<file path="src/rtl/core/ple_ram.sv">
// ple_ram: generic simple dual-port RAM, one write and one registered read port.
// Depends on nothing; contents are undefined until written.
module ple_ram #(
   parameter int unsigned WIDTH = 32,
   parameter int unsigned DEPTH = 64
) (
   input  logic                     clock,
   input  logic                     wr_en,
   input  logic [$clog2(DEPTH)-1:0] wr_addr,
   input  logic [WIDTH-1:0]         wr_data,
   input  logic [$clog2(DEPTH)-1:0] rd_addr,
   output logic [WIDTH-1:0]         rd_data
);

   logic [WIDTH-1:0] mem_ff [DEPTH];
   logic [WIDTH-1:0] rd_data_ff;

   always_ff @(posedge clock) begin
      if (wr_en) begin
         mem_ff[wr_addr] <= wr_data;
      end
      rd_data_ff <= mem_ff[rd_addr];
   end

   assign rd_data = rd_data_ff;

endmodule

</file>
<file path="config.mk">
export PLATFORM = sky130hd
export DESIGN_NAME = ple_ram
export DESIGN_NICKNAME = d
export VERILOG_FILES = /design/src/rtl/core/ple_ram.sv
export SDC_FILE = /design/constraint.sdc
export NUM_CORES = 2
export LEC_CHECK = 0
export ABC_AREA = 1
export BUFFER_PORTS_ARGS = -buffer_cell sky130_fd_sc_hd__buf_2
export CAP_MARGIN = 20
export CORE_ASPECT_RATIO = 1.75
export CORE_UTILIZATION = 50
export CTS_CLUSTER_DIAMETER = 50
export DETAILED_ROUTE_END_ITERATION = 8
export MAX_ROUTING_LAYER = met4
export PLACE_DENSITY = 0.69
export SLEW_MARGIN = 10
export SYNTH_ARGS = -nofsm -noshare
export SYNTH_HDL_FRONTEND = slang
export SYNTH_SLANG_ARGS = --single-unit
export TNS_END_PERCENT = 50
</file>
<file path="constraint.sdc">
create_clock -name clock -period 7.27 [get_ports clock]
set_input_delay 0.3635 -clock clock [delete_from_list [all_inputs] [get_ports clock]]
set_output_delay 0.3635 -clock clock [all_outputs]
set_load 0.05 [all_outputs]
</file>
==> impl_metrics.tcl <==
set metrics [dict create \
    status "complete, no violations" \
    post_synth_inst_count 6769 \
    grt_pass1_vias 52517 \
    yosys.cell_types.count 16 \
    avgViaCountPerCell 6.01 \
    areaGrowthSynthToFinish_pct 9.74 \
    totalWireLength_um 235000 \
    ioPinCount 78 \
    worst_ep_required_time_ns 8.00 \
    finalHoldWorstSlack_ns 0.0799 \
    routedWlPerCell_um 26.0 \
    period_minus_slack_ns 3.27 \
    worst-setup-path-type "input pin to register" \
    mostFrequentLayoutCell "nand2_1" \
    place_congestion 0.844 \
    non_filler_cells_in_the_finished_layout 9047 \
    hpwlAfterDp_um 118000 \
    port_buffers 77 \
    fraction_of_the_core_area_covered_by_cells_at_the_end_of_the_flow_pct 55.2 \
    grt_first_pass_wirelength_um 341000 \
    clock_skews_ns 0.0398 \
    critPathCaptureType "register" \
    max_freq_mhz 305 \
    cts_post_setup_buffers_inserted 0 \
    worst_skew_pair.late_latency_ns 0.82 \
    grt_antenna_before_repair 14 \
    dieWidth_um 310 \
    layout_worst_path_cycle_share_pct 45.0 \
    total_count_of_hold_check_failures_in_the_final_report 0 \
    max-clock-path-buffers 4 \
    synth_seq_cells 2080 \
    avgSynthCellArea_sq_um 12.2 \
    cellPowerDensity_nw_per_um2 264 \
    vdd_drop_max_mv 0.166 \
    firstDrtPassIters 8 \
    grt_overflow 0 \
    clock_tree.root_cell "clkbuf_16" \
    detail-route-antenna-nets 0 \
    core_area_sq_um 164000 \
    grt_start_max_net_pins 210 \
    drt_iter0_markers 7271 \
    startpoint_type "input pin" \
    unrepaired_setup_endpoints_after_global_routing "no" \
    cts.reportedPaths.clkPinSlew_ns 0.07 \
    totalNegativeSetupSlack_ns 0 \
    max_slew_margin_pct 20.2 \
    dpl.cell_count 8722 \
    row_count 197 \
    tritoncts "built" \
    start_util_pct 50.3 \
    final_net_count 6758 \
    slew_violations 0 \
    most_frequent_cells_in_the_layout "2248 x nand2_1, 2048 x edfxtp_1, 1907 x nand3_1" \
    cp_data_arrival_time_ns 4.00 \
    p_leak_nw 31.6 \
    max_slew.worst_pin.slew_ns 1.20 \
    post_synth_instance_area_sq_um 82700 \
    dieHeight_um 540 \
    cts.htree.levels 4 \
    die_area_sq_um 167000 \
    cts.repair.resized 0 \
    yosys_warnings 0 \
    cts_made_buffers 175 \
    report.final.setup_viol 0 \
    drive_above_1_share_pct 7.69 \
    post-route-drc-count 0 \
    critical_path.max_fanout 183 \
    dr_total_vias 54348 \
    gr-usage-all-layers_pct 28.8 \
    hold_buffers 0 \
    hold_path.class "input pin to register" \
    cap_viol_max_count 0 \
    cts.sinks 2080 \
    synth_fp_nets 6815 \
    yosysSeqAreaShare_pct 75.1 \
]
## layer usage
metal	GRT usage, %	wire length [um]	vias to the layer above
met4	16.3	14700	0
met1	34.8	82500	26723
met2	46.9	116000	3089
li1	-	-	23943
met5	-	0	-
met3	3.61	22600	593
## sequential cells by signal, summed over array words and instances, names as in the netlist
register,cells
mem_ff,2048
rd_data,32
## synth_stat cells (all sizes together)
cell    number  area (sq um)
clkbuf      77           289
nor4         8          50.1
inv         12          47.6
buf        372          1960
nand2     2248          8440
edfxtp    2048         61500
nand4        9          56.3
nand3     1907          9540
nor2        56           210
dfxtp       32           641
## worst max-delay path: stages
cell	delay, ns
buf_8	0.57
buf_12	0.57
buf_12	0.68
nand2_1	0.17
nand3_1	0.14
nand3_1	0.08
nand3_1	0.10
nand3_1	0.25
nand2_1	0.14
nand2_1	0.36
nand2_1	0.18
## through the flow
step / worst slack [ns] / power, mW / cell area, sq um
2_1_floorplan: 2.78 / 14.5 / 82700
3_3_place_gp: 3.37 / 15.1 / 85400
3_5_place_dp: 3.29 / 15.2 / 85400
4_1_cts: 4.12 / 24.0 / 90700
5_1_grt: 3.91 / 24.5 / 90800
6_report: 4.00 / 24.0 / 90800
## final timing paths
path         depth (start not counted)     startpoint             end  slack, ns
min reg2reg                          8  mem_ff[6][18]     rd_data[18]       0.80
max                                 11     rd_addr[0]     rd_data[16]       4.00
max reg2reg                          8  mem_ff[7][14]     rd_data[14]       5.42
min                                  1    wr_data[31]  mem_ff[54][31]       0.08
## final cells by class
cell class,instances,area [sq um]
Inverter,12,81.3
Tap cell,2189,2740
Clock buffer,221,4700
Timing Repair Buffer,215,1680
Multi-Input combinational cell,4228,18800
Fill cell,13212,73600
Sequential cell,2080,62100
Clock inverter,88,659
Antenna cell,14,35.0
## power by group
part           internal (mW)  switching, mW
Sequential              13.3         0.0676
Combinational          0.349           1.25
Clock                   4.90           4.15
Total                   18.5           5.46
## cells by family (layout without fill, tap and decap cells)
logic type / count (synthesis) / count (layout) / share of synthesized area [%]
AND/OR/NAND/NOR: 4228 / 4228 / 22.1
flip-flops: 2080 / 2080 / 75.1
buffers and inverters: 461 / 536 / 2.78
other: 0 / 14 / 0
No activity file was read; power rests on OpenSTA's default activity.
